`config.mk`:
```
export PLATFORM = sky130hd
export DESIGN_NAME = dml_scale
export DESIGN_NICKNAME = d
export VERILOG_FILES = /design/src/design/dg_moment_limiter_cascade_assert.svh /design/src/design/dml_pkg.sv /design/src/design/dml_scale.sv
export SDC_FILE = /design/constraint.sdc
export NUM_CORES = 2
export LEC_CHECK = 0
export BUFFER_PORTS_ARGS = -buffer_cell sky130_fd_sc_hd__buf_2
export CORE_MARGIN = 8
export CORE_UTILIZATION = 50
export CTS_CLUSTER_DIAMETER = 30
export DETAILED_ROUTE_END_ITERATION = 10
export GPL_TIMING_DRIVEN = 0
export HOLD_SLACK_MARGIN = 0.05
export PLACE_DENSITY = 0.69
export SETUP_SLACK_MARGIN = 0.3
export SYNTH_ARGS = -nofsm -noshare
export SYNTH_HDL_FRONTEND = slang
export SYNTH_SLANG_ARGS = --single-unit
```
`constraint.sdc`:
```
create_clock -name clk -period 29.4 [get_ports clk]
set_input_delay 5.88 -clock clk [delete_from_list [all_inputs] [get_ports clk]]
set_output_delay 5.88 -clock clk [all_outputs]
set_load 0.05 [all_outputs]
```
`src/design/dg_moment_limiter_cascade_assert.svh`:
```
// ----------------------------------------------------------------------------
// dml assertion macros
// Shared assertion forms for the moment limiter cascade; each expects clk and
// rst_n to be in scope at the place of use.
// ----------------------------------------------------------------------------
`ifndef DG_MOMENT_LIMITER_CASCADE_ASSERT_SVH
`define DG_MOMENT_LIMITER_CASCADE_ASSERT_SVH

// consequent must hold in the same cycle as the antecedent
`define DML_ASSERT_NOW(label, ante, cons, msg) \
    label: assert property (@(posedge clk) disable iff (!rst_n) (ante) |-> (cons)) \
        else $error(msg);

// consequent must hold in the cycle after the antecedent
`define DML_ASSERT_NEXT(label, ante, cons, msg) \
    label: assert property (@(posedge clk) disable iff (!rst_n) (ante) |=> (cons)) \
        else $error(msg);

`endif

```
`src/design/dml_pkg.sv`:
```
// ----------------------------------------------------------------------------
// dml_pkg
// Shared constants for the moment limiter cascade.
// ----------------------------------------------------------------------------
package dml_pkg;

    localparam int DEFAULT_DATA_WIDTH = 32;
    localparam int NUM_MOMENTS        = 4;
    localparam int SCALE_BITS         = 16;
    localparam int TOL_WIDTH          = 16;
    localparam int ORDER_WIDTH        = 3;
    localparam int TOP_WIDTH          = 2;

    // configuration register indexes
    localparam logic REG_ORDER     = 1'b0;
    localparam logic REG_TOLERANCE = 1'b1;

    // sqrt(2k-1)/sqrt(2k+1) for moments one to four, unsigned q0.16
    localparam logic [SCALE_BITS-1:0] SCALE_Q16 [NUM_MOMENTS] =
        '{16'd37837, 16'd50764, 16'd55388, 16'd57797};

endpackage

```
`src/design/dml_scale.sv`:
```
// ----------------------------------------------------------------------------
// dml_scale
// Splits moments and differences into sign and magnitude and scales the
// difference magnitudes by the per-moment constant, rounded to nearest.
// ----------------------------------------------------------------------------
module dml_scale #(
    parameter int DATA_WIDTH = dml_pkg::DEFAULT_DATA_WIDTH
) (
    input  logic                  clk,
    input  logic                  load,
    input  logic [DATA_WIDTH-1:0] mom_raw  [dml_pkg::NUM_MOMENTS],
    input  logic [DATA_WIDTH-1:0] rd_raw   [dml_pkg::NUM_MOMENTS],
    input  logic [DATA_WIDTH-1:0] ld_raw   [dml_pkg::NUM_MOMENTS],
    output logic                  mom_neg  [dml_pkg::NUM_MOMENTS],
    output logic [DATA_WIDTH-1:0] mom_mag  [dml_pkg::NUM_MOMENTS],
    output logic                  rd_neg   [dml_pkg::NUM_MOMENTS],
    output logic [DATA_WIDTH-1:0] rd_mag   [dml_pkg::NUM_MOMENTS],
    output logic                  ld_neg   [dml_pkg::NUM_MOMENTS],
    output logic [DATA_WIDTH-1:0] ld_mag   [dml_pkg::NUM_MOMENTS]
);

    localparam int PROD_WIDTH = DATA_WIDTH + dml_pkg::SCALE_BITS;
    localparam logic [PROD_WIDTH-1:0] ROUND_HALF =
        PROD_WIDTH'(1) << (dml_pkg::SCALE_BITS - 1);

    logic [DATA_WIDTH-1:0] mom_mag_next [dml_pkg::NUM_MOMENTS];
    logic [DATA_WIDTH-1:0] rd_abs       [dml_pkg::NUM_MOMENTS];
    logic [DATA_WIDTH-1:0] ld_abs       [dml_pkg::NUM_MOMENTS];
    logic [PROD_WIDTH-1:0] rd_prod      [dml_pkg::NUM_MOMENTS];
    logic [PROD_WIDTH-1:0] ld_prod      [dml_pkg::NUM_MOMENTS];

    // magnitude of the most negative value still fits unsigned in the word
    always_comb
    begin
        for (int k = 0; k < dml_pkg::NUM_MOMENTS; k++)
        begin
            mom_mag_next[k] = mom_raw[k][DATA_WIDTH-1] ? -mom_raw[k] : mom_raw[k];
            rd_abs[k]       = rd_raw[k][DATA_WIDTH-1] ? -rd_raw[k] : rd_raw[k];
            ld_abs[k]       = ld_raw[k][DATA_WIDTH-1] ? -ld_raw[k] : ld_raw[k];
            rd_prod[k]      = PROD_WIDTH'(rd_abs[k]) * PROD_WIDTH'(dml_pkg::SCALE_Q16[k])
                              + ROUND_HALF;
            ld_prod[k]      = PROD_WIDTH'(ld_abs[k]) * PROD_WIDTH'(dml_pkg::SCALE_Q16[k])
                              + ROUND_HALF;
        end
    end

    always_ff @(posedge clk)
    begin
        if (load)
        begin
            for (int k = 0; k < dml_pkg::NUM_MOMENTS; k++)
            begin
                mom_neg[k] <= mom_raw[k][DATA_WIDTH-1];
                mom_mag[k] <= mom_mag_next[k];
                rd_neg[k]  <= rd_raw[k][DATA_WIDTH-1];
                rd_mag[k]  <= rd_prod[k][PROD_WIDTH-1:dml_pkg::SCALE_BITS];
                ld_neg[k]  <= ld_raw[k][DATA_WIDTH-1];
                ld_mag[k]  <= ld_prod[k][PROD_WIDTH-1:dml_pkg::SCALE_BITS];
            end
        end
    end

endmodule

```
# After elaboration in Yosys (flattened, before gate mapping)
# Cells that the tools add are included.
# word_totals
input_bits	386
regBits	396
word_cells	68
out_inout_bits	396
# classes
n_mul	8
n_addsub	20
mux	12
# ops
op	count
$add 48x16->48 const B	8
$neg 32->32	12
$mux 32	8
$mul 32x16->48 const B	4
$mul 32x14->46 const B	4
$mux 31	4

# Logic depth before layout (Yosys ltp)
# logic_depth
word_depth	4
mapped_depth	35
mapped_depth_nobuf	34

# Worst setup path before layout
# No wires, ideal clock.
# synth_timing
path_type	input to register
from	input port rd_raw[47] (netlist name)
to	register rd_mag[63] (netlist name), data pin
path_buffers	1
setup_ns	0.262
path_stages	33
t_arrival_ns	14.114
setup_slack_ns	15.024
required_time_ns	29.138
path_cell_list	or4_1 -> or4_1 -> or2_2 -> nor3_1 -> nand2b_1 -> or2_2 -> o41ai_1 -> xnor2_1 -> ha_1 -> fa_1 -> ha_1 -> inv_1 -> fa_1 -> inv_1 -> fa_1 -> inv_1 -> fa_1 -> inv_1 -> ha_1 -> clkbuf_1 -> a21o_1 -> a21o_1 -> a21o_1 -> a21o_1 -> a21o_1 -> and3_1 -> a2111oi_2 -> xnor2_1 -> or3_1 -> or4b_1 -> a21oi_1 -> a211oi_1 -> xnor2_1
# synth_rtl
element	line	rtl
from (decl)	dml_scale.sv:12	input logic [DATA_WIDTH-1:0] rd_raw [dml_pkg::NUM_MOMENTS],
to (signal, indexed assignment)	dml_scale.sv:56	rd_mag[k] <= rd_prod[k][PROD_WIDTH-1:dml_pkg::SCALE_BITS];
to (decl)	dml_scale.sv:17	output logic [DATA_WIDTH-1:0] rd_mag [dml_pkg::NUM_MOMENTS],

==> flow_metrics.py <==
metrics = {
    "grt": {
        "grt_pass1_wl_um": 365000,
        "antenna_found_initial": 53,
        "grt_pass1_vias": 70571,
        "grt_max_degree": 116,
        "grt_usage_pct": 23.3,
        "gr-total-overflow": 0,
    },
    "drt": {
        "wl_per_cell_um": 18.1,
        "via_per_inst": 5.28,
        "vias": 65061,
        "drc": 0,
        "routed_wl_um": 223000,
        "drtPass1Iterations": 5,
        "drtIter0Drc": 3097,
        "ant_nets": 0,
    },
    "yosys": {
        "netlist_top_cells_area": "fa_1 28%, ha_1 25%, edfxtp_1 13%",
        "syn_nets": 12383,
        "syn_avg_cell_area_um2": 9.97,
        "synth_edf_count": 396,
        "ys_seq_area_share_pct": 13.3,
        "synth_seq_cells": 396,
        "yosysTopAreaCell": "fa_1",
        "ys_dominant_reg_cell": "edfxtp_1",
        "synthCells": 8953,
        "yosys_warnings": 0,
        "ys_types": 114,
        "synth-async-reset-ratio_pct": 0,
        "yosysTopAreaCellShare_pct": 28.2,
        "syn_area_um2": 89300,
    },
    "worst_setup_path": {
        "cp-endpoint": "ld_mag[63]$_DFFE_PP_",
        "crit_required_ns": 29.88,
        "end_kind": "register",
        "critPathKind": "input port to register",
        "crit_cells": 29,
        "crit_path_frequent_cell": "fa_1",
        "cpLargestDelayFamily": "simple AND/OR/NAND/NOR gates",
        "critPathBufInv": 4,
        "cp_slowest_cell": "nor3_1",
        "cp-start-kind": "input port",
        "worstPathArrival_ns": 15.98,
        "startpoint": "ld_raw[41]",
        "path_max_fanout": 6,
        "slowest_delay_ns": 0.77,
    },
    "die": {
        "rows": 155,
        "die_w_um": 439,
        "core_area_um2": 178000,
        "die_h_um": 439,
        "io_pins": 782,
        "start_util_pct": 50.2,
        "die-area_um2": 192000,
    },
    "run_status": {
        "status": "completed",
    },
    "hold_path": {
        "hp-start": "mom_raw[127]",
        "hold_class": "input port to register",
        "hold_depth": 1,
    },
    "clocking": {
        "cts_resized": 0,
        "cts-hold-fix-buffers": 0,
        "clock_path_buffers": 3,
        "cts_buffers": 104,
        "cts.reportedPaths.clkPinSlew_ns": 0.04,
        "ctsHtreeMaxLevel": 3,
        "cts_tree": "built",
        "clock-root-buffer": "clkbuf_16",
        "postCtsSetupBuffers": 0,
        "cts.sinks": 396,
    },
    "sta": {
        "fin_crit_sh_pct": 52.7,
        "fin_setup_tns_ns": 0,
        "worst_pin_slew_ns": 1.34,
        "fmax_mhz": 64.5,
        "drv_slew": 0,
        "slew_headroom_pct": 10.3,
        "setup_viol": 0,
        "final.min_clock_period_ns": 15.50,
        "rsz0062_at_grt": "no",
        "fin_worst_hold_slack_ns": 5.34,
        "finalHoldViolations": 0,
    },
    "layout": {
        "fin_nets": 13275,
        "drive_gt1_share_pct": 10.9,
        "fill_cells": 15475,
        "area_growth_pct": 12.1,
        "final_util_pct": 56.3,
    },
    "place": {
        "numPortBuffers": 779,
        "gp_congestion": 0.922,
        "dp_hpwl_um": 194000,
    },
    "job": {
        "drv_cap": 0,
    },
}
[worst min path at each step]
stage	endpoint	slack (ns)
2_1_floorplan	ld_neg[0]$_DFFE_PP_	5.98
3_3_place_gp	mom_neg[3]$_DFFE_PP_	6.07
3_5_place_dp	mom_neg[3]$_DFFE_PP_	6.07
4_1_cts	mom_mag[32]$_DFFE_PP_	5.27
5_1_grt	mom_neg[3]$_DFFE_PP_	5.30
6_report	mom_neg[3]$_DFFE_PP_	5.34
[sequential cells by signal, summed over array words and instances (netlist names)]
signal   flops
ld_mag     128
mom_mag    128
rd_mag     128
ld_neg       4
mom_neg      4
rd_neg       4
[cells in the final DEF (no fill, tap or decap), drive strengths merged, types with 20 or more instances in the layout]
| master | n |
|---|---|
| clkinv | 41 |
| or2 | 32 |
| or4 | 58 |
| nor4 | 50 |
| or3 | 79 |
| nor2 | 265 |
| buf | 806 |
| diode | 35 |
| and2 | 32 |
| nand2b | 63 |
| o31a | 20 |
| o21bai | 29 |
| o21ai | 257 |
| fa | 1258 |
| and3 | 31 |
| clkbuf | 185 |
| edfxtp | 396 |
| xnor2 | 535 |
| ha | 1786 |
| a211oi | 39 |
| nor2b | 53 |
| inv | 2265 |
| xor2 | 255 |
| o41ai | 46 |
| o21a | 58 |
| a21o | 144 |
| nor3 | 82 |
| nand2 | 314 |
| a21oi | 258 |
| nand4 | 70 |
| nand3 | 81 |
| o31ai | 85 |
[metal layers]
layer	routed length, um	global-route usage (%)	up-vias
li1	-	-	31050
met1	92300	28.5	32195
met2	113000	41.8	1441
met3	8870	2.83	373
met4	9230	9.42	2
met5	13	0	-
[through the flow]
stage,worst slack [ns],cell area (um^2),std cells
after CTS,14.08,99900,12292
after detailed placement,13.30,96300,12094
final,13.90,100000,12327
after floorplan,15.02,89300,8953
after global placement,13.47,96100,12087
after global routing,13.49,100000,12323
[logic make-up (layout without fill, tap and decap cells)]
kind of cell | Yosys count | in the layout | share of synthesized area [%]
other | 0 | 35 | 0
AOI/OAI and AO/OA | 1086 | 1086 | 8.16
and+or+nand+nor | 1279 | 1279 | 7.45
DFF | 396 | 396 | 13.3
xor gates and xnor gates | 790 | 790 | 7.77
adders and majority gates | 3044 | 3044 | 53.2
buffers and inverters | 2347 | 3331 | 9.92
muxes | 11 | 11 | 0.129
[cells in the mapped netlist, types with 78 or more instances]
| cell type | number |
|---|---|
| inv_1 | 2255 |
| ha_1 | 1786 |
| fa_1 | 1258 |
| xnor2_1 | 534 |
| edfxtp_1 | 396 |
| nand2_1 | 314 |
| nor2_1 | 265 |
| a21oi_1 | 256 |
| xor2_1 | 254 |
| o21ai_0 | 241 |
| a21o_1 | 143 |
| o31ai_1 | 83 |
| nor3_1 | 81 |
| nand3_1 | 80 |
| or3_1 | 78 |
[layout make-up]
cell class	instances	area (um^2)	area share, %
buffer	92	394	0.394
tap	2355	2950	2.95
clock buffer	113	2640	2.64
clock inverter	85	1050	1.05
antenna	35	87.6	0.0875
multi-input combinational	6210	68500	68.5
sequential	396	11900	11.9
inverter	2255	8460	8.46
timing repair buffer	786	4020	4.02
Power is not shown: default switching activity piles up to over one toggle a cycle in this logic, so the estimate is an artifact.
