<file path="src/design/dg_moment_limiter_cascade_assert.svh">
// ----------------------------------------------------------------------------
// dml assertion macros
// Shared assertion forms for the moment limiter cascade; each expects clk and
// rst_n to be in scope at the place of use.
// ----------------------------------------------------------------------------
`ifndef DG_MOMENT_LIMITER_CASCADE_ASSERT_SVH
`define DG_MOMENT_LIMITER_CASCADE_ASSERT_SVH

// consequent must hold in the same cycle as the antecedent
`define DML_ASSERT_NOW(label, ante, cons, msg) \
    label: assert property (@(posedge clk) disable iff (!rst_n) (ante) |-> (cons)) \
        else $error(msg);

// consequent must hold in the cycle after the antecedent
`define DML_ASSERT_NEXT(label, ante, cons, msg) \
    label: assert property (@(posedge clk) disable iff (!rst_n) (ante) |=> (cons)) \
        else $error(msg);

`endif

</file>
<file path="src/design/dml_pkg.sv">
// ----------------------------------------------------------------------------
// dml_pkg
// Shared constants for the moment limiter cascade.
// ----------------------------------------------------------------------------
package dml_pkg;

    localparam int DEFAULT_DATA_WIDTH = 32;
    localparam int NUM_MOMENTS        = 4;
    localparam int SCALE_BITS         = 16;
    localparam int TOL_WIDTH          = 16;
    localparam int ORDER_WIDTH        = 3;
    localparam int TOP_WIDTH          = 2;

    // configuration register indexes
    localparam logic REG_ORDER     = 1'b0;
    localparam logic REG_TOLERANCE = 1'b1;

    // sqrt(2k-1)/sqrt(2k+1) for moments one to four, unsigned q0.16
    localparam logic [SCALE_BITS-1:0] SCALE_Q16 [NUM_MOMENTS] =
        '{16'd37837, 16'd50764, 16'd55388, 16'd57797};

endpackage

</file>
<file path="src/design/dml_cascade.sv">
// ----------------------------------------------------------------------------
// dml_cascade
// Minmod limiting of each moment and the top-down cascade that decides which
// limited values are kept; drives the result register.
// ----------------------------------------------------------------------------
`include "dg_moment_limiter_cascade_assert.svh"

module dml_cascade #(
    parameter int DATA_WIDTH = dml_pkg::DEFAULT_DATA_WIDTH
) (
    input  logic                           clk,
    input  logic                           rst_n,
    input  logic                           load,
    input  logic [dml_pkg::TOP_WIDTH-1:0]  top_idx,
    input  logic [dml_pkg::TOL_WIDTH-1:0]  tol,
    input  logic                           mom_neg [dml_pkg::NUM_MOMENTS],
    input  logic [DATA_WIDTH-1:0]          mom_mag [dml_pkg::NUM_MOMENTS],
    input  logic                           rd_neg  [dml_pkg::NUM_MOMENTS],
    input  logic [DATA_WIDTH-1:0]          rd_mag  [dml_pkg::NUM_MOMENTS],
    input  logic                           ld_neg  [dml_pkg::NUM_MOMENTS],
    input  logic [DATA_WIDTH-1:0]          ld_mag  [dml_pkg::NUM_MOMENTS],
    output logic [DATA_WIDTH-1:0]          limited_reg [dml_pkg::NUM_MOMENTS]
);

    logic [DATA_WIDTH-1:0] tol_ext;
    logic [DATA_WIDTH-1:0] min_mag      [dml_pkg::NUM_MOMENTS];
    logic [DATA_WIDTH-1:0] lim_mag      [dml_pkg::NUM_MOMENTS];
    logic [DATA_WIDTH-1:0] change       [dml_pkg::NUM_MOMENTS];
    logic [DATA_WIDTH-1:0] sel_mag      [dml_pkg::NUM_MOMENTS];
    logic [DATA_WIDTH-1:0] limited_next [dml_pkg::NUM_MOMENTS];
    logic                  carry_on     [dml_pkg::NUM_MOMENTS];
    logic                  active       [dml_pkg::NUM_MOMENTS];

    assign tol_ext = DATA_WIDTH'(tol);

    always_comb
    begin
        for (int k = 0; k < dml_pkg::NUM_MOMENTS; k++)
        begin
            min_mag[k] = mom_mag[k];
            if (rd_mag[k] < min_mag[k])
                min_mag[k] = rd_mag[k];
            if (ld_mag[k] < min_mag[k])
                min_mag[k] = ld_mag[k];
            // zero unless all three are nonzero and agree in sign
            if (mom_mag[k] != '0 && rd_mag[k] != '0 && ld_mag[k] != '0 &&
                rd_neg[k] == mom_neg[k] && ld_neg[k] == mom_neg[k])
                lim_mag[k] = min_mag[k];
            else
                lim_mag[k] = '0;
            change[k]   = mom_mag[k] - lim_mag[k];
            carry_on[k] = (change[k] > tol_ext) || (lim_mag[k] <= tol_ext);
        end

        // walk down from the top moment while each step passes the test
        for (int k = dml_pkg::NUM_MOMENTS - 1; k >= 0; k--)
        begin
            if (k == dml_pkg::NUM_MOMENTS - 1)
                active[k] = (top_idx == dml_pkg::TOP_WIDTH'(k));
            else
                active[k] = (top_idx == dml_pkg::TOP_WIDTH'(k)) ||
                            (active[k+1] && carry_on[k+1]);
        end

        for (int k = 0; k < dml_pkg::NUM_MOMENTS; k++)
        begin
            sel_mag[k] = active[k] ? lim_mag[k] : mom_mag[k];
            if (dml_pkg::TOP_WIDTH'(k) > top_idx)
                limited_next[k] = '0;
            else
                limited_next[k] = mom_neg[k] ? -sel_mag[k] : sel_mag[k];
        end
    end

    always_ff @(posedge clk)
    begin
        if (load)
        begin
            limited_reg <= limited_next;
        end
    end

    // moments above the order in use come out as zero
    `DML_ASSERT_NEXT(a_top_unused_zero, load && top_idx != 2'd3, limited_reg[3] == '0, "unused moment four not zero")
    `DML_ASSERT_NEXT(a_low_order_zero, load && top_idx == 2'd0, limited_reg[1] == '0 && limited_reg[2] == '0, "unused moments two and three not zero")

endmodule
</file>
<file path="config.mk">
export PLATFORM = sky130hd
export DESIGN_NAME = dml_cascade
export DESIGN_NICKNAME = d
export VERILOG_FILES = /design/src/design/dml_pkg.sv /design/src/design/dml_cascade.sv
export VERILOG_INCLUDE_DIRS = /design/src /design/src/design
export SDC_FILE = /design/constraint.sdc
export NUM_CORES = 1
export LEC_CHECK = 0
export BUFFER_PORTS_ARGS = -buffer_cell sky130_fd_sc_hd__buf_2
export CORE_MARGIN = 3
export CORE_UTILIZATION = 26
export DETAILED_ROUTE_END_ITERATION = 16
export PLACE_DENSITY = 0.54
export SLEW_MARGIN = 20
export SYNTH_ARGS = -nofsm -noshare
export SYNTH_HDL_FRONTEND = slang
export SYNTH_SLANG_ARGS = --single-unit
export TNS_END_PERCENT = 5
</file>
<file path="constraint.sdc">
create_clock -name clk -period 18.7 [get_ports clk]
set_input_delay 2.805 -clock clk [delete_from_list [all_inputs] [get_ports clk]]
set_output_delay 2.805 -clock clk [all_outputs]
set_load 0.02 [all_outputs]
</file>
# == Word-level counts from Yosys, hierarchy flattened ==
# Index checks and enable logic that the tools add are counted.
# classes
n_addsub,7
order_cmp,18
eq_ne,11
n_mux,20
reduce_logical,38
# op_table
op,count
2-to-1 mux 32 bit,20
nonzero test 32 bit,12
less-than comparator 32 bit,8
negation 32 bit,4
greater-than comparator 32 x 16 -> 1 bit,3
<= comparator 32 x 16 -> 1 bit,3
subtractor 32 bit,3
logical AND 1 bit,19
== test 1 bit,8
logical OR 1 bit,6
== test 2 bit (second input constant),2
greater-than comparator 1 x 2 -> 1 bit (first input constant),2
greater-than comparator 2 bit (first input constant),2
== test 2 x 1 -> 1 bit (second input constant),1
zero test 2 bit,1
# word_totals
register_bits,128
out_inout_bits,128

# == Depth between registers and ports, before layout ==
# logic_depth
depth_word,18
mapped_depth,60
mapped_depth_nobuf,53

# == Worst setup path before layout ==
# No wires, ideal clock.
# synth_path
kind,in2reg
startpoint,input port mom_mag[81] in the netlist's numbering
endpoint,"register limited_reg[120] in the netlist's numbering, data pin"
setup_ns,0.265
t_arrival_ns,14.537
required_time_ns,18.435
setup_slack_ns,3.898
stages,56
n_path_buf,8
cell_sequence,inv_1 > ha_1 > a21oi_1 > o21ai_0 > a221oi_1 > o2111ai_1 > a21oi_1 > buf_2 > buf_2 > buf_2 > clkbuf_1 > buf_2 > a21oi_1 > ha_1 > nand4_1 > nor4_1 > o21ai_0 > o221ai_1 > [... 20 more ...] > a21oi_1 > or4_1 > or4_1 > nor4_1 > and4_1 > o2bb2ai_1 > buf_2 > mux2i_1 > ha_1 > nand3_1 > nor2_1 > nand3_1 > nor3_1 > nand4_1 > o21ai_0 > xnor2_1 > nand2_1 > o21ai_0
# synth_via
elab_chain_len,14
elab_cells_between_ends,19
classes_between,add/sub (2); order compare (4); mux (5); reduce/logical (8)
# synth_rtl
element,line,rtl
from (decl),dml_cascade.sv:17,"input logic [DATA_WIDTH-1:0] mom_mag [dml_pkg::NUM_MOMENTS],"
"parallel branches: the longest is 8 deep, another holds less-than comparator 32 bit",-,
logical OR 1 bit *,dml_cascade.sv:52,carry_on[k] = (change[k] > tol_ext) || (lim_mag[k] <= tol_ext);
logical AND 1 bit *,dml_cascade.sv:62,(active[k+1] && carry_on[k+1]);
logical OR 1 bit *,dml_cascade.sv:61,active[k] = (top_idx == dml_pkg::TOP_WIDTH'(k)) ||
2-to-1 mux 32 bit *,dml_cascade.sv:67,sel_mag[k] = active[k] ? lim_mag[k] : mom_mag[k];
negation 32 bit,dml_cascade.sv:71,limited_next[k] = mom_neg[k] ? -sel_mag[k] : sel_mag[k];
2-to-1 mux 32 bit *,dml_cascade.sv:71,
to (signal assigned),dml_cascade.sv:79,limited_reg <= limited_next;
to (decl),dml_cascade.sv:22,output logic [DATA_WIDTH-1:0] limited_reg [dml_pkg::NUM_MOMENTS]
# Every way passes the cells marked *.
# A chain may end at the register's enable or synchronous reset.

# == Worst setup path after layout ==
# layout_path
startpoint,input port mom_mag[31] in the netlist's numbering
endpoint,"register limited_reg[122] in the netlist's numbering, data pin"
# layout_via
elab_chain_len,18
elab_cells_between_ends,23
classes_between,add/sub (2); order compare (4); mux (5); reduce/logical (12)
# layout_rtl
element,line
"parallel branches: the longest is 8 deep, another holds less-than comparator 32 bit",-
logical OR 1 bit *,dml_cascade.sv:52
logical AND 1 bit *,dml_cascade.sv:62
logical OR 1 bit *,dml_cascade.sv:61
logical AND 1 bit *,dml_cascade.sv:62
logical OR 1 bit *,dml_cascade.sv:61
logical AND 1 bit *,dml_cascade.sv:62
logical OR 1 bit *,dml_cascade.sv:61
2-to-1 mux 32 bit *,dml_cascade.sv:67
negation 32 bit,dml_cascade.sv:71
2-to-1 mux 32 bit *,dml_cascade.sv:71
# Marked as above.

==> impl_results.md <==
* Fmax at a little over 0.06 GHz
* Endpoint class of the critical path: register
* Leak at around 15 nW
* Post-CTS resize count at 0
* # nets final at ~5,200
* TritonCTS Buffers at 17
* Root Buffer: clkbuf_16
* Sequential area share after synthesis at 13.2%
* Hpwl dp at about 100 mm
* Tmin final at 16.43 ns
* Delay-heaviest family, CP: compound AO/OA/AOI/OAI gates
* Antenna viol nets, final at 0
* Syn-to-layout area delta at 16.3%
* Worst Setup EP: limited_reg[122]
* CTS tree: yes
* Placement Setup Slack at approximately 1.8 ns
* CP Launch Point: mom_mag[31]
* # H-tree levels at 4
* Starting Density at between 20% and 30%
* Post-synthesis async set-or-reset flop share at 0%
* Wire length per cell at just over 20 um
* Post CTS Setup Buffer Count at 0
* CP Max Fanout at 27
* Rel. slew slack at roughly a third
* Layout cells sized above 1 at 17.1%
* 1st-pass router iterations at 6
* Register bit count reported by yosys at 128
* Post-synth cell types at 121
* IO Count at around 550
* DR DRC count at 0
* RSZ-0062 raised after global routing: no
* Via density at roughly 5.5
* Die height at between 300 and 400 um
* Worst setup SP type: input pin
* Worst EP required at ~19 ns
* Placed Cells at just under 6,000
* TNS Setup at 0 ns
* Worst Tran Pin Value at ~1 ns
* Register Area at between 0.003 and 0.004 sq mm
* Main flop type after synthesis: edfxtp_1
* Worst path most repeated cell: ha_1
* Max Cap Viol at 0
* Hold depth at 4
* Die area at 0.116 sq mm
* Initial antenna violation count at 11
* Synth warn at 0
* Avg Synthesized Cell Area at 7.45 sq um
* Pin count of the biggest net entering global routing at 79
* Final Hold Vio Count at 0
* Hold_buf cts at 0
* Worst Hold Class: input pin to register
* GP Congestion at ~0.95
* Via count at approximately 32,000
* PwrDens at ~58 mW/mm^2
* Reg clk slew, reported paths at approximately 0.080 ns
* Total track usage at between 10% and 20%
* Area of the multi-input gates at 0.0237 sq mm
* Cell Area, Synth at a little under 0.03 sq mm
* First-pass GRT wire length at 181 mm
* Clk buf depth at 2
* Levels on crit path at 47
* CTS sink cnt at ~130
* Max stage delay on crit path at approximately 0.64 ns
* Slowest cell on crit path: o211ai_1
* Maximum vdd ir drop at 68.3 uV
* Worst EP arrival at about 17 ns
* Period utilization at 87.9%
* Synth Net Count at between 4,000 and 5,000
* Critical path type: input pin to register
* Final Setup Violations at 0
* Critical path buffers and inverters at 5
* Final worst slack at 2.27 ns
* Total grt overflow at 0
* Status: completed
* Detailed Route Iter0 Violations at 2,373
* Max reg flops at about 130
* Die Width at approximately 340 um
* Syn Inst Count at roughly 3,900
* Vias in the first global route at 30,400
* EDFF count, synth at around 130
* Buffers on Ports at roughly 540
* Core Area at 0.111 sq mm
* Max Slew Vio Count at 0
* Post-Route WL at about 120 mm
* Post-Layout Cell Count at slightly below 6,000
* FILL cells at between 10,000 and 15,000
* Row count at 122
==> synthesized netlist by cell type, drive strengths merged, types with 16 or more instances <==
master	instances	share of area, %
or2	29	0.62
o21a	57	1.5
o21ai	210	3.6
o31ai	40	1.0
o211ai	85	2.2
inv	266	3.4
mux2i	128	4.4
xnor2	135	4.0
clkbuf	100	1.5
edfxtp	128	13
nand3	100	1.7
nor2	433	5.6
nor4	92	2.1
xor2	53	1.6
and2	21	0.46
or4	20	0.51
a21o	72	1.8
or3	38	0.83
o21bai	16	0.41
a211oi	102	2.7
and4	20	0.60
nor3	112	1.9
buf	59	1.2
nand2b	32	0.69
ha	443	19
nor2b	20	0.43
and3	36	0.78
a2111oi	16	0.57
mux2	27	1.0
nand2	317	4.1
a31o	16	0.48
nand4	107	2.3
a31oi	35	0.75
a21oi	345	5.9
==> cell type report <==
cell class	count	area share [%]
clock buffers	18	1.26
diodes	10	0.0736
clock inverters	14	0.508
multi-input cells	3368	69.6
inverters	267	2.95
well taps	1488	5.48
flip-flops and latches	128	11.3
repair buffers	579	8.81
==> cell usage in the layout (no fill, tap or decap), types with 99 or more instances in the layout <==
cell / n
buf_2: 542
a21oi_1: 344
ha_1: 443
edfxtp_1: 128
inv_1: 265
mux2i_1: 128
nor2_1: 428
a211oi_1: 101
xnor2_1: 135
o21ai_0: 202
nand2_1: 316
nor3_1: 112
nand3_1: 99
nand4_1: 107
==> through the flow <==
step / cell area [sq um] / utilization, % / hold WS, ns / total power, W
2_1_floorplan: 29200 / - / 2.92 / 0.00122
3_3_place_gp: 33400 / 30.0 / 3.25 / 0.00160
3_5_place_dp: 33400 / 30.0 / 3.24 / 0.00161
4_1_cts: 34000 / 30.6 / 2.67 / 0.00199
5_1_grt: 34000 / 30.6 / 2.74 / 0.00214
6_report: 34000 / 30.6 / 2.73 / 0.00198
==> per-layer routing <==
metal,GRT usage (%),wire (um),up-vias
met5,0,24,-
met4,7.24,3990,4
met3,2.93,7810,181
met2,33.9,57400,1170
met1,25.3,51700,15100
li1,-,-,15700
==> logic make-up after synthesis <==
kind of cell,after synthesis,synth area share [%]
adder cells (fa/ha/maj),446,19.2
buffers and inverters,427,6.16
XOR/XNOR,189,5.71
multiplexers,155,5.42
AND/OR/NAND/NOR,1426,24.1
flip-flops,128,13.2
AO/OA/AOI/OAI,1152,26.2
==> where the power goes <==
part / switching (W) / total (W) / internal [W]
registers: 0.0000126 / 0.000374 / 0.000362
clock network: 0.000162 / 0.000362 / 0.000200
logic: 0.000786 / 0.00125 / 0.000459
==> how the worst min path moves through the flow <==
stage | start | slack (ns) | end
after floorplan | load | 2.92 | limited_reg[0]
after global placement | mom_mag[96] | 3.25 | limited_reg[96]
after detailed placement | mom_mag[96] | 3.24 | limited_reg[96]
after CTS | mom_mag[120] | 2.67 | limited_reg[120]
after global routing | mom_mag[105] | 2.74 | limited_reg[105]
final | mom_mag[120] | 2.73 | limited_reg[120]
Power figures use the tool's default switching activity.
